[config.mk]
export PLATFORM = sky130hd
export DESIGN_NAME = escape_sequence_decoder_flat
export DESIGN_NICKNAME = d
export VERILOG_FILES = /design/src/rtl/core/esd_pkg.sv /design/src/rtl/core/esd_stream_if.sv /design/src/rtl/core/esd_decode.sv /design/src/rtl/core/esd_result_fifo.sv /design/src/rtl/core/escape_sequence_decoder.sv /design/src/flat_wrapper.sv
export VERILOG_INCLUDE_DIRS = /design/src /design/src/rtl/core
export SDC_FILE = /design/constraint.sdc
export NUM_CORES = 1
export LEC_CHECK = 0
export ABC_AREA = 1
export BUFFER_PORTS_ARGS = -buffer_cell sky130_fd_sc_hd__buf_4
export CAP_MARGIN = 30
export CORE_MARGIN = 2
export CORE_UTILIZATION = 33
export CTS_BUF_LIST = sky130_fd_sc_hd__clkbuf_4 sky130_fd_sc_hd__clkbuf_8
export CTS_CLUSTER_SIZE = 25
export DETAILED_ROUTE_END_ITERATION = 12
export GPL_ROUTABILITY_DRIVEN = 0
export GPL_TIMING_DRIVEN = 0
export MAX_ROUTING_LAYER = met4
export PLACE_DENSITY_LB_ADDON = 0.08
export SETUP_SLACK_MARGIN = 0.4
export SLEW_MARGIN = 20
export SYNTH_ARGS = -nofsm -noshare
export SYNTH_HDL_FRONTEND = slang
export SYNTH_HIERARCHICAL = 1
export SYNTH_SLANG_ARGS = --single-unit
[constraint.sdc]
create_clock -name i_clk -period 6.3 [get_ports i_clk]
set_input_delay 1.26 -clock i_clk [delete_from_list [all_inputs] [get_ports i_clk]]
set_output_delay 1.26 -clock i_clk [all_outputs]
set_load 0.005 [all_outputs]
[src/rtl/core/assert_macros.svh]
// ----------------------------------------------------------------------------
// assert_macros
// concurrent assertion helpers, compiled out when ASSERT_OFF is set
// ----------------------------------------------------------------------------
`ifndef ASSERT_MACROS_SVH
`define ASSERT_MACROS_SVH

`ifndef ASSERT_OFF
`define ASSERT_IMPL(label, clk, rst_n, ante, cons) \
    label: assert property (@(posedge clk) disable iff (!rst_n) (ante) |-> (cons)) \
        else $error("assertion failed");
`define ASSERT_NEXT(label, clk, rst_n, ante, cons) \
    label: assert property (@(posedge clk) disable iff (!rst_n) (ante) |=> (cons)) \
        else $error("assertion failed");
`else
`define ASSERT_IMPL(label, clk, rst_n, ante, cons)
`define ASSERT_NEXT(label, clk, rst_n, ante, cons)
`endif

`endif

[src/rtl/core/esd_pkg.sv]
// ----------------------------------------------------------------------------
// esd_pkg
// shared types, character codes and helpers of the escape sequence decoder
// ----------------------------------------------------------------------------
package esd_pkg;

    typedef enum logic [2:0] {
        MODE_TEXT    = 3'd0,
        MODE_ESCAPE  = 3'd1,
        MODE_HEX0    = 3'd2,
        MODE_HEX1    = 3'd3,
        MODE_DISCARD = 3'd4
    } t_mode;

    typedef enum logic [1:0] {
        ST_OK      = 2'd0,
        ST_BAD_HEX = 2'd1,
        ST_BAD_ESC = 2'd2
    } t_status;

    localparam logic [7:0] CH_R      = 8'h72;
    localparam logic [7:0] CH_N      = 8'h6E;
    localparam logic [7:0] CH_T      = 8'h74;
    localparam logic [7:0] CH_ZERO   = 8'h30;
    localparam logic [7:0] CH_NINE   = 8'h39;
    localparam logic [7:0] CH_X      = 8'h78;
    localparam logic [7:0] CH_QUOTE  = 8'h22;
    localparam logic [7:0] CH_BSLASH = 8'h5C;
    localparam logic [7:0] CH_LC_A   = 8'h61;
    localparam logic [7:0] CH_LC_F   = 8'h66;
    localparam logic [7:0] CH_UC_A   = 8'h41;
    localparam logic [7:0] CH_UC_F   = 8'h46;
    localparam logic [7:0] CH_CR     = 8'd13;
    localparam logic [7:0] CH_LF     = 8'd10;
    localparam logic [7:0] CH_TAB    = 8'd9;
    localparam logic [7:0] CH_NUL    = 8'd0;

    localparam int FIFO_DEPTH = 4;
    localparam int PTR_W      = $clog2(FIFO_DEPTH);

    typedef struct packed {
        logic [7:0] out_byte;
        t_status    status;
        logic       last_of_run;
    } t_result;

    typedef struct packed {
        logic       ok;
        logic [3:0] value;
    } t_hex;

    typedef struct packed {
        logic [1:0] count;
        t_result    res0;
        t_result    res1;
    } t_push;

    function automatic t_hex hex_value(input logic [7:0] b);
        t_hex h;
        logic [7:0] d;
        h = '{ok: 1'b0, value: 4'd0};
        d = 8'd0;
        if (b >= CH_ZERO && b <= CH_NINE) begin
            d = b - CH_ZERO;
            h = '{ok: 1'b1, value: d[3:0]};
        end else if (b >= CH_LC_A && b <= CH_LC_F) begin
            d = b - CH_LC_A + 8'd10;
            h = '{ok: 1'b1, value: d[3:0]};
        end else if (b >= CH_UC_A && b <= CH_UC_F) begin
            d = b - CH_UC_A + 8'd10;
            h = '{ok: 1'b1, value: d[3:0]};
        end
        return h;
    endfunction

endpackage

[src/rtl/core/esd_stream_if.sv]
// ----------------------------------------------------------------------------
// esd_stream_if
// valid/ready channels for source bytes and decoded results
// ----------------------------------------------------------------------------
interface esd_in_if;
    logic       valid;
    logic       ready;
    logic [7:0] in_byte;
    logic       end_of_string;

    modport source (output valid, output in_byte, output end_of_string, input ready);
    modport sink   (input valid, input in_byte, input end_of_string, output ready);
endinterface

interface esd_out_if;
    logic       valid;
    logic       ready;
    logic [7:0] out_byte;
    logic [1:0] status;
    logic       last_of_run;

    modport source (output valid, output out_byte, output status, output last_of_run,
                    input ready);
    modport sink   (input valid, input out_byte, input status, input last_of_run,
                    output ready);
endinterface

[src/rtl/core/esd_decode.sv]
// ----------------------------------------------------------------------------
// esd_decode
// decode mode state machine: turns one source byte into zero to two results
// ----------------------------------------------------------------------------
module esd_decode
    import esd_pkg::*;
(
    input  logic       i_clk,
    input  logic       i_rst_n,
    input  logic       i_accept,
    input  logic [7:0] i_byte,
    input  logic       i_eos,
    output t_push      o_push
);

    t_mode      r_mode;
    t_mode      n_mode;
    logic [3:0] r_nibble;
    logic [3:0] n_nibble;
    logic [1:0] w_count;
    t_result    w_res0;
    t_result    w_res1;
    t_hex       w_hex;

    always_ff @(posedge i_clk) begin
        if (!i_rst_n) begin
            r_mode   <= MODE_TEXT;
            r_nibble <= 4'd0;
        end else if (i_accept) begin
            r_mode   <= n_mode;
            r_nibble <= n_nibble;
        end
    end

    always_comb begin
        w_hex    = hex_value(i_byte);
        n_mode   = r_mode;
        n_nibble = r_nibble;
        w_count  = 2'd0;
        w_res0   = '{out_byte: i_byte, status: ST_OK, last_of_run: 1'b0};
        w_res1   = '{out_byte: i_byte, status: ST_OK, last_of_run: 1'b1};

        unique case (r_mode)
            MODE_ESCAPE: begin
                n_mode  = MODE_TEXT;
                w_count = 2'd1;
                unique case (i_byte)
                    CH_R:      w_res0.out_byte = CH_CR;
                    CH_N:      w_res0.out_byte = CH_LF;
                    CH_T:      w_res0.out_byte = CH_TAB;
                    CH_ZERO:   w_res0.out_byte = CH_NUL;
                    CH_BSLASH: w_res0.out_byte = CH_BSLASH;
                    CH_QUOTE:  w_res0.out_byte = CH_QUOTE;
                    CH_X: begin
                        if (i_eos) begin
                            w_res0.out_byte = CH_NUL;
                            w_res0.status   = ST_BAD_HEX;
                        end else begin
                            w_count = 2'd0;
                            n_mode  = MODE_HEX0;
                        end
                    end
                    default: begin
                        w_res0.status = ST_BAD_ESC;
                        n_mode        = MODE_DISCARD;
                    end
                endcase
            end
            MODE_HEX0: begin
                if (w_hex.ok) begin
                    n_nibble = w_hex.value;
                    if (i_eos) begin
                        w_count         = 2'd1;
                        w_res0.out_byte = {4'd0, w_hex.value};
                        n_mode          = MODE_TEXT;
                    end else begin
                        n_mode = MODE_HEX1;
                    end
                end else begin
                    w_count         = 2'd1;
                    w_res0.out_byte = CH_NUL;
                    w_res0.status   = ST_BAD_HEX;
                    n_mode          = MODE_DISCARD;
                end
            end
            MODE_HEX1: begin
                if (w_hex.ok) begin
                    w_count         = 2'd1;
                    w_res0.out_byte = {r_nibble, w_hex.value};
                    n_mode          = MODE_TEXT;
                end else begin
                    w_res0.out_byte = {4'd0, r_nibble};
                    if (i_byte == CH_BSLASH && !i_eos) begin
                        w_count = 2'd1;
                        n_mode  = MODE_ESCAPE;
                    end else begin
                        w_count = 2'd2;
                        n_mode  = MODE_TEXT;
                    end
                end
            end
            MODE_DISCARD: begin
                n_mode = MODE_DISCARD;
            end
            default: begin
                if (i_byte == CH_BSLASH && !i_eos) begin
                    n_mode = MODE_ESCAPE;
                end else begin
                    w_count = 2'd1;
                    n_mode  = MODE_TEXT;
                end
            end
        endcase

        if (i_eos) begin
            n_mode = MODE_TEXT;
        end
        if (n_mode != MODE_HEX1) begin
            n_nibble = 4'd0;
        end
        w_res0.last_of_run = (w_count == 2'd1);
    end

    assign o_push = '{count: (i_accept ? w_count : 2'd0), res0: w_res0, res1: w_res1};

endmodule

[src/rtl/core/esd_result_fifo.sv]
// ----------------------------------------------------------------------------
// esd_result_fifo
// small result queue: takes up to two results per cycle, hands out one
// ----------------------------------------------------------------------------
module esd_result_fifo
    import esd_pkg::*;
(
    input  logic    i_clk,
    input  logic    i_rst_n,
    input  t_push   i_push,
    output logic    o_space,
    output logic    o_valid,
    input  logic    i_ready,
    output t_result o_result
);

    localparam int CNT_W = $clog2(FIFO_DEPTH + 1);

    t_result            r_mem [FIFO_DEPTH];
    logic [PTR_W-1:0]   r_wr_ptr;
    logic [PTR_W-1:0]   r_rd_ptr;
    logic [CNT_W-1:0]   r_count;
    logic [PTR_W-1:0]   w_wr_next;
    logic               w_pop;

    assign w_pop     = o_valid && i_ready;
    assign w_wr_next = r_wr_ptr + PTR_W'(1);

    always_ff @(posedge i_clk) begin
        if (i_push.count != 2'd0) begin
            r_mem[r_wr_ptr] <= i_push.res0;
        end
        if (i_push.count == 2'd2) begin
            r_mem[w_wr_next] <= i_push.res1;
        end
    end

    always_ff @(posedge i_clk) begin
        if (!i_rst_n) begin
            r_wr_ptr <= '0;
            r_rd_ptr <= '0;
            r_count  <= '0;
        end else begin
            r_wr_ptr <= r_wr_ptr + PTR_W'(i_push.count);
            r_rd_ptr <= r_rd_ptr + PTR_W'(w_pop);
            r_count  <= r_count + CNT_W'(i_push.count) - CNT_W'(w_pop);
        end
    end

    assign o_space  = (r_count <= CNT_W'(FIFO_DEPTH - 2));
    assign o_valid  = (r_count != '0);
    assign o_result = r_mem[r_rd_ptr];

endmodule

[src/rtl/core/escape_sequence_decoder.sv]
// ----------------------------------------------------------------------------
// escape_sequence_decoder
// decodes a C-style escaped byte string into plain bytes and error results
// ----------------------------------------------------------------------------
// i_in carries one source byte per transaction with its end_of_string flag;
// o_out carries result transactions (out_byte, status, last_of_run).
// A source byte gives zero, one or two results; last_of_run marks the final
// result of each byte. One source byte is taken every cycle while
// i_in.ready is high. Results are registered in a four-entry queue and
// offered on o_out in order; a byte with two results gives two o_out
// transactions. i_in.ready is high while the queue holds at most two
// results, so a stalled receiver holds back input once three results wait
// and nothing is lost; bytes that give no result are still taken while
// ready is high. Mode state is registered when a byte is taken.
// Reset clears the queue and returns the decoder to normal text mode.
// ----------------------------------------------------------------------------
`include "assert_macros.svh"

module escape_sequence_decoder
    import esd_pkg::*;
(
    input  logic     i_clk,
    input  logic     i_rst_n,
    esd_in_if.sink   i_in,
    esd_out_if.source o_out
);

    logic    w_accept;
    logic    w_space;
    t_push   w_push;
    t_result w_result;

    assign i_in.ready = w_space;
    assign w_accept   = i_in.valid && w_space;

    esd_decode u_decode (
        .i_clk    (i_clk),
        .i_rst_n  (i_rst_n),
        .i_accept (w_accept),
        .i_byte   (i_in.in_byte),
        .i_eos    (i_in.end_of_string),
        .o_push   (w_push)
    );

    esd_result_fifo u_fifo (
        .i_clk    (i_clk),
        .i_rst_n  (i_rst_n),
        .i_push   (w_push),
        .o_space  (w_space),
        .o_valid  (o_out.valid),
        .i_ready  (o_out.ready),
        .o_result (w_result)
    );

    assign o_out.out_byte    = w_result.out_byte;
    assign o_out.status      = w_result.status;
    assign o_out.last_of_run = w_result.last_of_run;

    `ASSERT_NEXT(a_push_shows, i_clk, i_rst_n, w_push.count != 2'd0, o_out.valid)
    `ASSERT_IMPL(a_full_has_data, i_clk, i_rst_n, !i_in.ready, o_out.valid)
    `ASSERT_IMPL(a_error_is_last, i_clk, i_rst_n,
                 o_out.valid && o_out.status != ST_OK, o_out.last_of_run)

endmodule
[src/flat_wrapper.sv]
// flat-port wrapper written by rule: the top's interface ports become plain ports
module escape_sequence_decoder_flat import esd_pkg::*;
  (i_clk, i_rst_n, i_in_valid, i_in_in_byte, i_in_end_of_string, i_in_ready, o_out_valid, o_out_out_byte, o_out_status, o_out_last_of_run, o_out_ready);
  esd_in_if i_in_i ();
  esd_out_if o_out_i ();
  input  logic i_clk;
  input  logic i_rst_n;
  input wire logic [$bits(i_in_i.valid)-1:0] i_in_valid;
  input wire logic [$bits(i_in_i.in_byte)-1:0] i_in_in_byte;
  input wire logic [$bits(i_in_i.end_of_string)-1:0] i_in_end_of_string;
  output wire logic [$bits(i_in_i.ready)-1:0] i_in_ready;
  output wire logic [$bits(o_out_i.valid)-1:0] o_out_valid;
  output wire logic [$bits(o_out_i.out_byte)-1:0] o_out_out_byte;
  output wire logic [$bits(o_out_i.status)-1:0] o_out_status;
  output wire logic [$bits(o_out_i.last_of_run)-1:0] o_out_last_of_run;
  input wire logic [$bits(o_out_i.ready)-1:0] o_out_ready;
  assign i_in_i.valid = i_in_valid;
  assign i_in_i.in_byte = i_in_in_byte;
  assign i_in_i.end_of_string = i_in_end_of_string;
  assign i_in_ready = i_in_i.ready;
  assign o_out_valid = o_out_i.valid;
  assign o_out_out_byte = o_out_i.out_byte;
  assign o_out_status = o_out_i.status;
  assign o_out_last_of_run = o_out_i.last_of_run;
  assign o_out_i.ready = o_out_ready;
  escape_sequence_decoder u_core (.i_clk(i_clk), .i_rst_n(i_rst_n), .i_in(i_in_i), .o_out(o_out_i));
endmodule
== Word level (Yosys, flattened, before mapping) ==
Memory sizes are Yosys's and may differ from the RTL's. A register that Yosys moved wholly into a read port is not among the register bits.
Index checks and enable logic that the tools add are counted.
Cells by class
  multipliers: 0
  reduce and logical (&&, ||, !) cells: 13
  shift operators: 0
  bitwise gates (word level): 0
  $lt $le $gt $ge: 7
  $add $sub $neg: 10
  equal/unequal tests: 14
  divide/modulo/power cells: 0
  mux-type cells: 34
Operator list (count)
  $pmux W8 S7: 1
  $eq A8 B7 Y1 const B: 5
  $mux W8: 3
  $pmux W8 S3: 1
  $eq A8 B6 Y1 const B: 2
  $ge A8 B7 Y1 const B: 2
  $le A8 B7 Y1 const B: 2
  $mux W5: 3
  $mux W4: 3
  $pmux W3 S4: 1
  $sub A4 B1 Y4 const B: 3
  $mux W1: 10
  $mux W10: 1
  $mux W2: 5
  $add A4 B4 Y4 const B: 2
  $ge A8 B6 Y1 const B: 1
  $le A8 B6 Y1 const B: 1
  $pmux W2 S2: 2
  $pmux W2 S4: 1
  $eq A3 B2 Y1 const B: 2
  $logic_and A1 B1 Y1: 6
  $mux W3: 2
  $pmux W3 S2: 1
  $reduce_bool A2 Y1: 3
  other kinds (15): 15
Storage, ports and cells
  ROM bits: 0
  flip-flop bits (word level): 14
  logic and storage cells: 84
  bits in writable memories: 44
  bits in latches: 0
  memories: 1
  bits of input ports: 13
  output and inout bits: 13
Memory list
  u_core.u_fifo.r_mem: depth 4, width 11, rd ports 1, clocked after Yosys merged registers in 1, wr ports 2, line esd_result_fifo.sv:19  | t_result r_mem [FIFO_DEPTH];

== Logic depth before layout (Yosys ltp) ==
Gate-level depths: netlist (run 1).
  depth after elaboration: 11
  mapped depth: 17

== Modules after synthesis ==
The synthesis (run 1) kept the hierarchy.
Modules (own cells, without submodules)
  esd_result_fifo: seq. area each 1461.4 µm², times used 1, cells each 271, area each 2690.1 µm²
  esd_decode: seq. area each 140.1 µm², times used 1, cells each 228, area each 1358.8 µm²
  escape_sequence_decoder: seq. area each 0.0 µm², times used 1, cells each 2, area each 7.5 µm²

== Worst setup path before layout (run 1) ==
OpenSTA, ideal clock, no wires.
  kind: input to register
  start point: input i_in_in_byte[0]
  end point: memory u_core/u_fifo/r_mem[0][0] (netlist name), enable pin
  arrival time: 3725 ps
  setup slack: 2178 ps
  stages: 13
  library setup time: 397 ps
  path through: inv_1 > ha_1 > inv_1 > nand3b_1 > nand3_1 > nor2_4 > nand2_2 > inv_2 > o21ai_1 > o2111ai_1 > and2_1 > nor2_1 > o31ai_1
RTL lines
  start, declared: line flat_wrapper.sv:9  | input wire logic [$bits(i_in_i.in_byte)-1:0] i_in_in_byte;
  end, declared: line esd_result_fifo.sv:19

==> results.yml, run 1 <==
min_path:
  hold_start: "u_core/u_decode/r_nibble[2]$_SDFFE_PN0P_"
  whs_path_depth: 2
  holdPathEnd: "u_core/u_decode/r_nibble[2]$_SDFFE_PN0P_"
  min-delay-path-class: "reg -> reg"
synthesis:
  ys_warn_count: 6
  yosys.area.top_type: "edfxtp_1"
  syn-cell-area_sq_um: 4056
  synthTopCellsByArea: "edfxtp_1, nand2_1, dfxtp_1"
  avgSynthCellArea_sq_um: 8.097
  yosysSeqAreaShare: 0.3948
  syn-instance-count: 501
  netlist.area_leader.share: 0.3257
  synth_seq_cells: 58
  synthDistinctLibCells: 42
global_route:
  antenna_found_initial: 0
  overflow: 0
  grt_max_degree: 14
  grt_pass1_vias: 3332
  track_usage: 0.1846
  grt_pass1_wl_um: 17770
clocking:
  cts_hold_buf: 0
  htreeDepth: 3
  clockBufferDepth: 2
  postCtsSetupBuffers: 0
  cts_repair_resize_count: 0
  numClockSinks: 58
  clk_latency_ns: 0.34
  cts_buffers: 9
  clkTransAtPathRegs_ns: 0.06
  cts_tree: "done"
  cts_root_buffer: "clkbuf_8"
setup_path:
  rrSetupSlack_ns: 3.17
  r2r-start: "u_core/u_decode/r_mode[0]$_SDFFE_PN0P_"
  path_cells: "buf_4 > inv_1 > ha_1 > inv_1 > nor2_1 > nand3_1 > inv_1 > o21ai_1 > o2111ai_1 > and2_1 > nor2_1 > o31ai_4"
  crit_path_max_fanout: 11
  crit_path_start_kind: "primary input"
  r2r_cells: 6
  critical-path-max-stage-delay_ns: 0.67
  crit_slowest_cell: "o31ai_4"
  end_kind: "register"
  critical_path_class: "in -> reg"
  cp_data_arrival_time_ns: 4.13
  critPathRequiredTime_ns: 6.26
  r2r_end: "u_core/u_fifo/r_mem[0][2]$_DFFE_PP_"
  cp_common_cell: "inv_1"
floorplanning:
  coreArea_sq_um: 12010
  dieWidth_um: 114.9
  dieArea_sq_um: 13200
  ios: 26
  initial_core_util: 0.3377
  rows: 40
  die_h_um: 114.9
drt:
  routed_via_density: 5.074
  routedWlPerCell_um: 16.39
  drc: 0
  ant_nets: 0
  drtPass1Iterations: 4
  drt-initial-drc-count: 183
  num_vias: 3491
  drt_wl_total_um: 11270
sta:
  fin_crit_ns: 4.163
  rsz0062_at_grt: "false"
  hold_viol_final: 0
  tightest_slew_ns: 0.7638
  setup_tns_ns: 0
  hold_slack_ns: 0.5513
  max_clock_freq_mhz: 240.2
  maxSlewViolCount: 0
  finalCritPeriodShare: 0.6609
  final.setup_skew_ns: 0.007387
  relSlewSlack: 0.4908
  report.final.setup_viol: 0
cells_and_area:
  fin_area_sq_um: 4629
  nets: 559
  area_delta_synth_final_pct: 14.13
  drive_above_1_share: 0.2384
  fillers: 1264
  insertedDiodeCount: 0
placed_design:
  dp_hpwl_um: 8159
  dpl_cell_area_sq_um: 4471
  io_buffers: 23
pwr:
  peakVddDrop_uv: 109.8
  p_leak_nw: 1.965
  power_density_nw_per_um2: 312.0
run_status:
  outcome: "completed"
flow_run:
  cap_violations: 0
worst max-delay path, delay by kind of cell:
family	cells	cell delay (ns)
adder cells (fa/ha/maj)	1	0.28
AO/OA/AOI/OAI	3	1.00
AND/OR/NAND/NOR	4	1.07
buffers and inverters	4	0.51
routing by layer:
metal / vias to the layer above / track usage / wire (um)
li1: 1771 / - / -
met1: 1636 / 0.2260 / 5170
met2: 73 / 0.3106 / 5497
met3: 11 / 0.03216 / 468
met4: 0 / 0.05783 / 137
met5: - / - / 0
kinds of logic after synthesis:
logic type               after synthesis  synth area share
adder cells (fa/ha/maj)                9           0.02961
AO/OA/AOI/OAI                        123            0.1974
buffers and inverters                 84            0.1064
XOR/XNOR                               5           0.01080
other                                  2          0.001851
AND/OR/NAND/NOR                      220            0.2591
flip-flops                            58            0.3948
flip-flops by register name, summed over array words and instances (netlist names):
signal                    cells
u_core/u_fifo/r_mem          44
u_core/u_decode/r_nibble      4
u_core/u_decode/r_mode        3
u_core/u_fifo/r_count         3
u_core/u_fifo/r_rd_ptr        2
u_core/u_fifo/r_wr_ptr        2
layout by cell type (no fill, tap or decap), types with 4 or more instances in the layout:
master	synthesis	final
a21oi_1	13	13
clkinv_2	0	4
o21ai_0	35	35
o21ai_2	28	28
nand3_1	32	32
buf_4	12	36
o22ai_1	11	11
clkbuf_1	8	8
nand4_1	9	9
ha_1	8	8
inv_1	44	44
nor2_1	49	49
inv_2	7	7
o21ai_1	20	20
dfxtp_1	14	14
buf_6	9	9
clkbuf_8	0	9
edfxtp_1	44	44
nor3_1	4	4
nand2_1	100	100
nand2_2	8	8
o211ai_1	6	6
synth_stat cells:
cell type,instances
a21oi_1,13
a21oi_4,2
a22oi_2,1
a31oi_1,1
and2_1,1
buf_2,3
buf_4,12
buf_6,9
clkbuf_1,8
clkinv_1,1
conb_1,2
dfxtp_1,14
edfxtp_1,44
fa_1,1
ha_1,8
inv_1,44
inv_2,7
nand2_1,100
nand2_2,8
nand2_4,1
nand3_1,32
nand3_2,3
nand3_4,2
nand3b_1,2
nand4_1,9
nor2_1,49
nor2_2,3
nor2_4,2
nor2_8,2
nor3_1,4
nor3_2,1
nor3_4,1
o2111ai_1,1
o211ai_1,6
o21ai_0,35
o21ai_1,20
o21ai_2,28
o21bai_2,1
o22ai_1,11
o31ai_1,4
xnor2_1,2
xor2_1,3
where the power goes:
| group | internal [W] | leakage (nW) | switching [W] |
|---|---|---|---|
| clock | 0.000146 | 0.0896 | 0.000135 |
| sequential | 0.000515 | 0.519 | 0.0000477 |
| combinational | 0.000232 | 1.36 | 0.000369 |
worst max-delay path by stage:
stage          slack [ns]            start                                  end
2_1_floorplan        2.18  i_in_in_byte[0]  u_core/u_fifo/r_mem[0][0]$_DFFE_PP_
3_3_place_gp         0.75  i_in_in_byte[0]  u_core/u_fifo/r_mem[2][2]$_DFFE_PP_
3_5_place_dp         1.77  i_in_in_byte[0]  u_core/u_fifo/r_mem[0][7]$_DFFE_PP_
4_1_cts              2.13  i_in_in_byte[1]  u_core/u_fifo/r_mem[0][1]$_DFFE_PP_
5_1_grt              1.92  i_in_in_byte[0]  u_core/u_fifo/r_mem[2][4]$_DFFE_PP_
6_report             2.14  i_in_in_byte[1]  u_core/u_fifo/r_mem[0][2]$_DFFE_PP_
stage by stage:
step	worst slack (ns)	utilization	power, W	instances
global route	1.917	0.3854	0.001546	688
finish	2.137	0.3854	0.001445	688
CTS	2.127	0.3854	0.001459	688
global placement	0.7522	0.3677	0.001150	672
detailed placement	1.773	0.3722	0.001173	673
floorplan	2.178	-	0.0009439	502
final cells by class:
type,count,area [sq um],area share
Multi-Input combinational cell,360,2073,0.4478
Sequential cell,58,1602,0.3459
Buffer,32,236.5,0.05108
Inverter,52,195.2,0.04216
Tap cell,147,183.9,0.03973
Timing Repair Buffer,24,180.2,0.03892
Clock buffer,11,138.9,0.03000
Clock inverter,4,20.02,0.004324
No activity file was read; power rests on OpenSTA's default activity.
==> run 2, diff against run 1 <==
- ABC_AREA: 1 -> 0
- clock period: 6.3 -> 4.34 ns (I/O delays scaled with it)
==> run 2 against run 1 <==
Compared with the run above:
- register-to-register slack worse by 1.8 ns
- wire length shrank 14%
- critical path depth up 1
- critical path type unchanged
- sequential cell count unchanged
- design area shrank 0.49%
==> results.yml, run 2 <==
run_status:
  outcome: "completed"
setup_path:
  end_kind: "register"
  critPathRequiredTime_ns: 4.43
  crit_path_start_kind: "primary input"
  crit_path_max_fanout: 10
  critical_path_class: "in -> reg"
  critical-path-max-stage-delay_ns: 0.46
  critPathTopFamily: "simple AND/OR/NAND/NOR gates"
  cp_data_arrival_time_ns: 3.83
  critPathBufInv: 4
  cp_common_cell: "a31oi_1"
  crit_slowest_cell: "nor4b_2"
  path_cells: "buf_4 > inv_1 > ha_1 > or3b_1 > a31oi_1 > or4b_1 > buf_2 > a31oi_1 > nor2b_2 > nor4b_2 > and4bb_1 > buf_6 > mux2_4"
synthesis:
  synth_top_cells_by_count: "edfxtp_1, mux2_1, mux2_4, nor2_1, dfxtp_1"
  syn-instance-count: 326
  synthDistinctLibCells: 69
  synth_most_common_cell: "edfxtp_1"
  synth_seq_cells: 58
  netlist.area_leader.share: 0.3389
  yosys.area.top_type: "edfxtp_1"
  yosysSeqAreaShare: 0.4108
  ys_warn_count: 6
  syn-cell-area_sq_um: 3899
  synth-edff-count: 44
  avgSynthCellArea_sq_um: 11.96
  synthTopCellsByArea: "edfxtp_1, mux2_4, dfxtp_1"
  synthArstFlopShare: 0
  synth_ff_type: "edfxtp_1"
cells_and_area:
  drive_above_1_share: 0.3138
  largest_registers: "u_core/u_fifo/r_mem: 44 flops, u_core/u_decode/r_nibble: 4 flops"
  top_register: "u_core/u_fifo/r_mem"
  mostFrequentLayoutCell: "edfxtp_1"
  fin_area_sq_um: 4607
  largest_reg_flops: 44
  area_delta_synth_final_pct: 18.16
  final_cell_mix: "edfxtp_1, buf_4, mux2_1, mux2_4, nor2_1"
  nets: 393
  fin_util: 0.4017
  insertedDiodeCount: 0
placed_design:
  io_buffers: 24
  dpl_cell_area_sq_um: 4289
  dp_hpwl_um: 6886
  dpl_worst_slack_ns: -0.2902
drt:
  ant_nets: 0
  drc: 0
  routedWlPerCell_um: 18.73
  drt-initial-drc-count: 94
  drtPass1Iterations: 4
  routed_via_density: 5.245
  num_vias: 2722
  drt_wl_total_um: 9719
pwr:
  power_density_nw_per_um2: 382.7
  p_leak_nw: 1.689
  peakVddDrop_uv: 216.7
global_route:
  grt_pass1_vias: 2729
  overflow: 0
  grt_max_degree: 14
  antenna_found_initial: 0
  track_usage: 0.1613
  grt_pass1_wl_um: 15100
sta:
  relSlewSlack: 0.6056
  setup_tns_ns: 0
  rsz0062_at_grt: "false"
  report.final.setup_viol: 0
  tightest_slew_ns: 0.5916
  fin_crit_ns: 3.738
  finalCritPeriodShare: 0.8614
  max_clock_freq_mhz: 267.5
  final.setup_skew_ns: 0.009205
  fin_ws_ns: 0.6016
  hold_viol_final: 0
  maxSlewViolCount: 0
  hold_slack_ns: 0.5033
clocking:
  cts_hold_buf: 0
  cts_buffers: 9
  cts_root_buffer: "clkbuf_8"
  clk_latency_ns: 0.34
  clockBufferDepth: 2
  numClockSinks: 58
  cts_tree: "done"
  clkTransAtPathRegs_ns: 0.06
  htreeDepth: 3
floorplanning:
  dieArea_sq_um: 12700
  rows: 39
  dieWidth_um: 112.7
  die_h_um: 112.7
  ios: 26
  coreArea_sq_um: 11470
  initial_core_util: 0.3400
min_path:
  min-delay-path-class: "reg -> reg"
flow_run:
  cap_violations: 0
## run 2: cell count changes after synthesis, moves of 24 or more
cell | before | now
inv_1 | 44 | 12
nor2_1 | 49 | 18
o21ai_2 | 28 | 0
o21ai_0 | 35 | 5
nand2_1 | 100 | 11
mux2_1 | 0 | 24
## run 2: layer usage
| metal | GRT usage | share of wire | vias up |
|---|---|---|---|
| li1 | - | - | 1323 |
| met1 | 0.2053 | 0.46 | 1350 |
| met2 | 0.2607 | 0.49 | 39 |
| met3 | 0.03160 | 0.035 | 10 |
| met4 | 0.05122 | 0.012 | 0 |
| met5 | - | 0 | - |
## run 2: power breakdown
group | switching [W] | internal [W] | total (W) | leakage (nW)
clock network | 0.000219 | 0.000293 | 0.000512 | 0.105
registers | 0.0000356 | 0.000677 | 0.000712 | 0.510
logic | 0.000243 | 0.000295 | 0.000539 | 1.07
total | 0.000498 | 0.00127 | 0.00176 | 1.69
## run 2: cell families after synthesis
kind of cell	synth area share
AO/OA/AOI/OAI	0.1014
XOR/XNOR	0.02054
adder cells (fa/ha/maj)	0.03338
buffers and inverters	0.06258
flip-flops	0.4108
multiplexers	0.2259
other	0.001926
AND/OR/NAND/NOR	0.1435
## run 2: cell type report
| type | instances | area [sq um] |
|---|---|---|
| Buffer | 30 | 198.9 |
| Clock buffer | 11 | 151.4 |
| Clock inverter | 5 | 52.55 |
| Fill cell | 1088 | 6860 |
| Inverter | 12 | 45.04 |
| Multi-Input combinational cell | 228 | 2122 |
| Sequential cell | 58 | 1602 |
| Tap cell | 143 | 178.9 |
| Timing Repair Buffer | 32 | 256.5 |
## run 2: final timing paths
path	from	to	slack [ns]	cells after the start
hold reg to reg	u_core/u_decode/r_nibble[2]$_SDFFE_PN0P_	u_core/u_decode/r_nibble[2]$_SDFFE_PN0P_	0.50	2
setup / recovery	i_in_in_byte[0]	u_core/u_fifo/r_mem[3][7]$_DFFE_PP_	0.60	13
hold / removal	u_core/u_decode/r_nibble[2]$_SDFFE_PN0P_	u_core/u_decode/r_nibble[2]$_SDFFE_PN0P_	0.50	2
setup reg to reg	u_core/u_decode/r_mode[0]$_SDFFE_PN0P_	u_core/u_fifo/r_mem[3][7]$_DFFE_PP_	1.38	7
## run 2: worst reg2reg max path, stage by stage, from the launching register on
cell      delay [ns]
dfxtp_1         0.33
clkbuf_1        0.40
nor2_1          0.20
maj3_1          0.47
nor4b_2         0.54
and4bb_1        0.28
buf_6           0.18
mux2_4          0.31
## run 2: through the flow
step,instances,power (W)
floorplan,327,0.001047
global placement,494,0.001234
detailed placement,495,0.001244
CTS,511,0.001771
global route,519,0.001862
finish,519,0.001763
## run 2: what timing repair did
action,CTS,global route
buffers inserted,0,7
endpoints found under the hold margin,0,0
resized for setup,3,3
pin swaps,0,3
gates cloned,0,1
endpoints found under the setup margin,75,78
==> run 3, diff against run 2 <==
==> constraint.sdc (replaced) <==
create_clock -name i_clk -period 3.2 [get_ports i_clk]
set_input_delay 0.64 -clock i_clk [delete_from_list [all_inputs] [get_ports i_clk]]
set_output_delay 0.64 -clock i_clk [all_outputs]
set_load 0.01 [all_outputs]
==> run 3 against run 2 <==
Compared with the run above:
- design area rose by 12%
- final cell count rose by 4.6%
- clock skew rose by 0.0030 ns
- global-route usage rose by 0.28 points
- clock-buffer cell count fell by 2
- combinational power rose by 59%
- register-to-register slack got worse by 0.97 ns
- worst setup slack got worse by 0.55 ns
- largest power group unchanged
==> results.yml, run 3 (synthesis gave the netlist of run 2 again) <==
run_status:
  outcome: "completed"
clocking:
  cts_tree: "done"
  numClockSinks: 58
  cts_hold_buf: 0
  htreeDepth: 3
  clockBufferDepth: 2
  clk_latency_ns: 0.34
  cts_root_buffer: "clkbuf_8"
  clkTransAtPathRegs_ns: 0.07
  cts_buffers: 9
setup_path:
  cp_data_arrival_time_ns: 3.24
  crit_path_max_fanout: 10
  crit_path_start_kind: "primary input"
  critical_path_class: "in -> reg"
  critPathBufInv: 5
  critical-path-max-stage-delay_ns: 0.48
  critPathTopFamily: "simple AND/OR/NAND/NOR gates"
  end_kind: "register"
  crit_slowest_cell: "or4b_1"
  r2r-start: "u_core/u_decode/r_mode[0]$_SDFFE_PN0P_"
  rrSetupSlack_ns: 0.41
  cp_common_cell: "buf_12"
  path_cells: "buf_12 > inv_8 > ha_4 > or3b_1 > a31oi_1 > or4b_1 > buf_6 > a31oi_4 > nor2b_4 > nor4b_4 > buf_4 > and4bb_2 > buf_12 > mux2_4"
  critPathRequiredTime_ns: 3.29
  r2r_cells: 8
  r2r_end: "u_core/u_fifo/r_mem[3][7]$_DFFE_PP_"
cells_and_area:
  fin_area_sq_um: 5171
  insertedDiodeCount: 0
  fillers: 1045
  mostFrequentLayoutCell: "buf_4"
  largest_registers: "u_core/u_fifo/r_mem: 44 flops, u_core/u_decode/r_nibble: 4 flops"
  nets: 417
  drive_above_1_share: 0.4425
  final_cell_mix: "buf_4, edfxtp_1, mux2_4, nor2_1, dfxtp_1"
  area_delta_synth_final_pct: 32.64
  largest_reg_flops: 44
  top_register: "u_core/u_fifo/r_mem"
placed_design:
  io_buffers: 24
  dpl_cell_area_sq_um: 4451
  dp_hpwl_um: 6766
sta:
  setup_tns_ns: 0
  finalCritPeriodShare: 0.9840
  relSlewSlack: 0.5872
  final.setup_skew_ns: 0.01224
  maxSlewViolCount: 0
  max_clock_freq_mhz: 317.6
  report.final.setup_viol: 0
  rsz0062_at_grt: "true"
  fin_crit_ns: 3.149
  hold_viol_final: 0
  tightest_slew_ns: 0.6145
min_path:
  min-delay-path-class: "reg -> reg"
  hold_start: "u_core/u_decode/r_nibble[3]$_SDFFE_PN0P_"
  whs_path_depth: 2
  holdPathEnd: "u_core/u_decode/r_nibble[3]$_SDFFE_PN0P_"
pwr:
  clkPwrFrac: 0.325
  p_leak_nw: 1.962
  peakVddDrop_uv: 239.3
  finalPower_w: 0.002701
  power_density_nw_per_um2: 522.4
  switching_share: 0.2684
  combPwrFrac: 0.317
  power.switching_w: 0.0007251
  internal_power_w: 0.001976
  power.share.sequential: 0.358
floorplanning:
  coreArea_sq_um: 11470
  ios: 26
  initial_core_util: 0.3400
  rows: 39
  die_h_um: 112.7
  dieArea_sq_um: 12700
  dieWidth_um: 112.7
global_route:
  grt_max_degree: 14
  antenna_found_initial: 0
  grt_pass1_vias: 2797
  grt_pass1_wl_um: 15350
  overflow: 0
  track_usage: 0.1641
drt:
  drtPass1Iterations: 4
  routedWlPerCell_um: 18.18
  drc: 0
  ant_nets: 0
  routed_via_density: 5.127
  drt-initial-drc-count: 100
  drt_wl_total_um: 9871
  num_vias: 2784
flow_run:
  cap_violations: 0
-- run 3: area by class of cell --
class                   count  area [sq um]  share of cell area
plain buffers              30         237.7             0.04597
clock buffers               9         123.9             0.02395
clock inverters             7         131.4             0.02541
inverters                  12         65.06             0.01258
multi-input cells         227          2297              0.4442
flip-flops and latches     58          1602              0.3097
well taps                 143         178.9             0.03460
repair buffers             57         535.5              0.1036
-- run 3: worst max path at each step --
stage	startpoint	endpoint	slack (ns)	cells after the start
after floorplan	i_in_in_byte[1]	u_core/u_fifo/r_count[2]$_SDFF_PN0_	-0.19	14
after global placement	i_in_in_byte[0]	u_core/u_fifo/r_count[2]$_SDFF_PN0_	-0.70	15
after detailed placement	i_in_in_byte[0]	u_core/u_fifo/r_count[2]$_SDFF_PN0_	-0.69	15
after CTS	i_in_in_byte[0]	u_core/u_fifo/r_mem[2][0]$_DFFE_PP_	0.06	14
after global routing	i_in_in_byte[0]	u_core/u_fifo/r_mem[2][2]$_DFFE_PP_	-0.04	14
final	i_in_in_byte[0]	u_core/u_fifo/r_mem[3][7]$_DFFE_PP_	0.05	14
-- run 3: worst reg2reg max path: stages, from the launching register on --
cell,delay [ns]
dfxtp_1,0.34
clkbuf_1,0.42
nor2_1,0.20
maj3_1,0.43
nor4b_4,0.25
buf_4,0.18
and4bb_2,0.27
buf_12,0.16
mux2_4,0.30
-- run 3: stage by stage --
step | setup WS [ns] | hold slack (ns) | utilization | std cells
after floorplan | -0.1933 | 0.4557 | - | 327
after global placement | -0.6959 | 0.4877 | 0.3881 | 494
after detailed placement | -0.6853 | 0.4917 | 0.3881 | 494
after CTS | 0.06246 | 0.5036 | 0.4394 | 533
after global routing | -0.03761 | 0.5158 | 0.4510 | 543
final | 0.05110 | 0.5046 | 0.4510 | 543
-- run 3: power by group through the flow --
stage | clock [W] | combinational [W] | sequential (W)
2_1_floorplan | 0 | 0.000524 | 0.000967
3_3_place_gp | 0 | 0.000763 | 0.000981
3_5_place_dp | 0 | 0.000766 | 0.000984
4_1_cts | 0.000897 | 0.000854 | 0.000968
5_1_grt | 0.000930 | 0.000933 | 0.000980
6_report | 0.000878 | 0.000857 | 0.000967
-- run 3: metal layers --
| layer | share of wire | GRT usage |
|---|---|---|
| met5 | 0 | - |
| met4 | 0.013 | 0.05122 |
| met3 | 0.036 | 0.02678 |
| met2 | 0.50 | 0.2727 |
| met1 | 0.45 | 0.2063 |
-- run 3: timing repair --
| action | 4_1_cts | 5_1_grt |
|---|---|---|
| endpoints found under the setup margin | 93 | 91 |
| setup buffers | 22 | 8 |
| cloned | 1 | 2 |
| pin swaps | 11 | 1 |
| resized for setup | 27 | 12 |
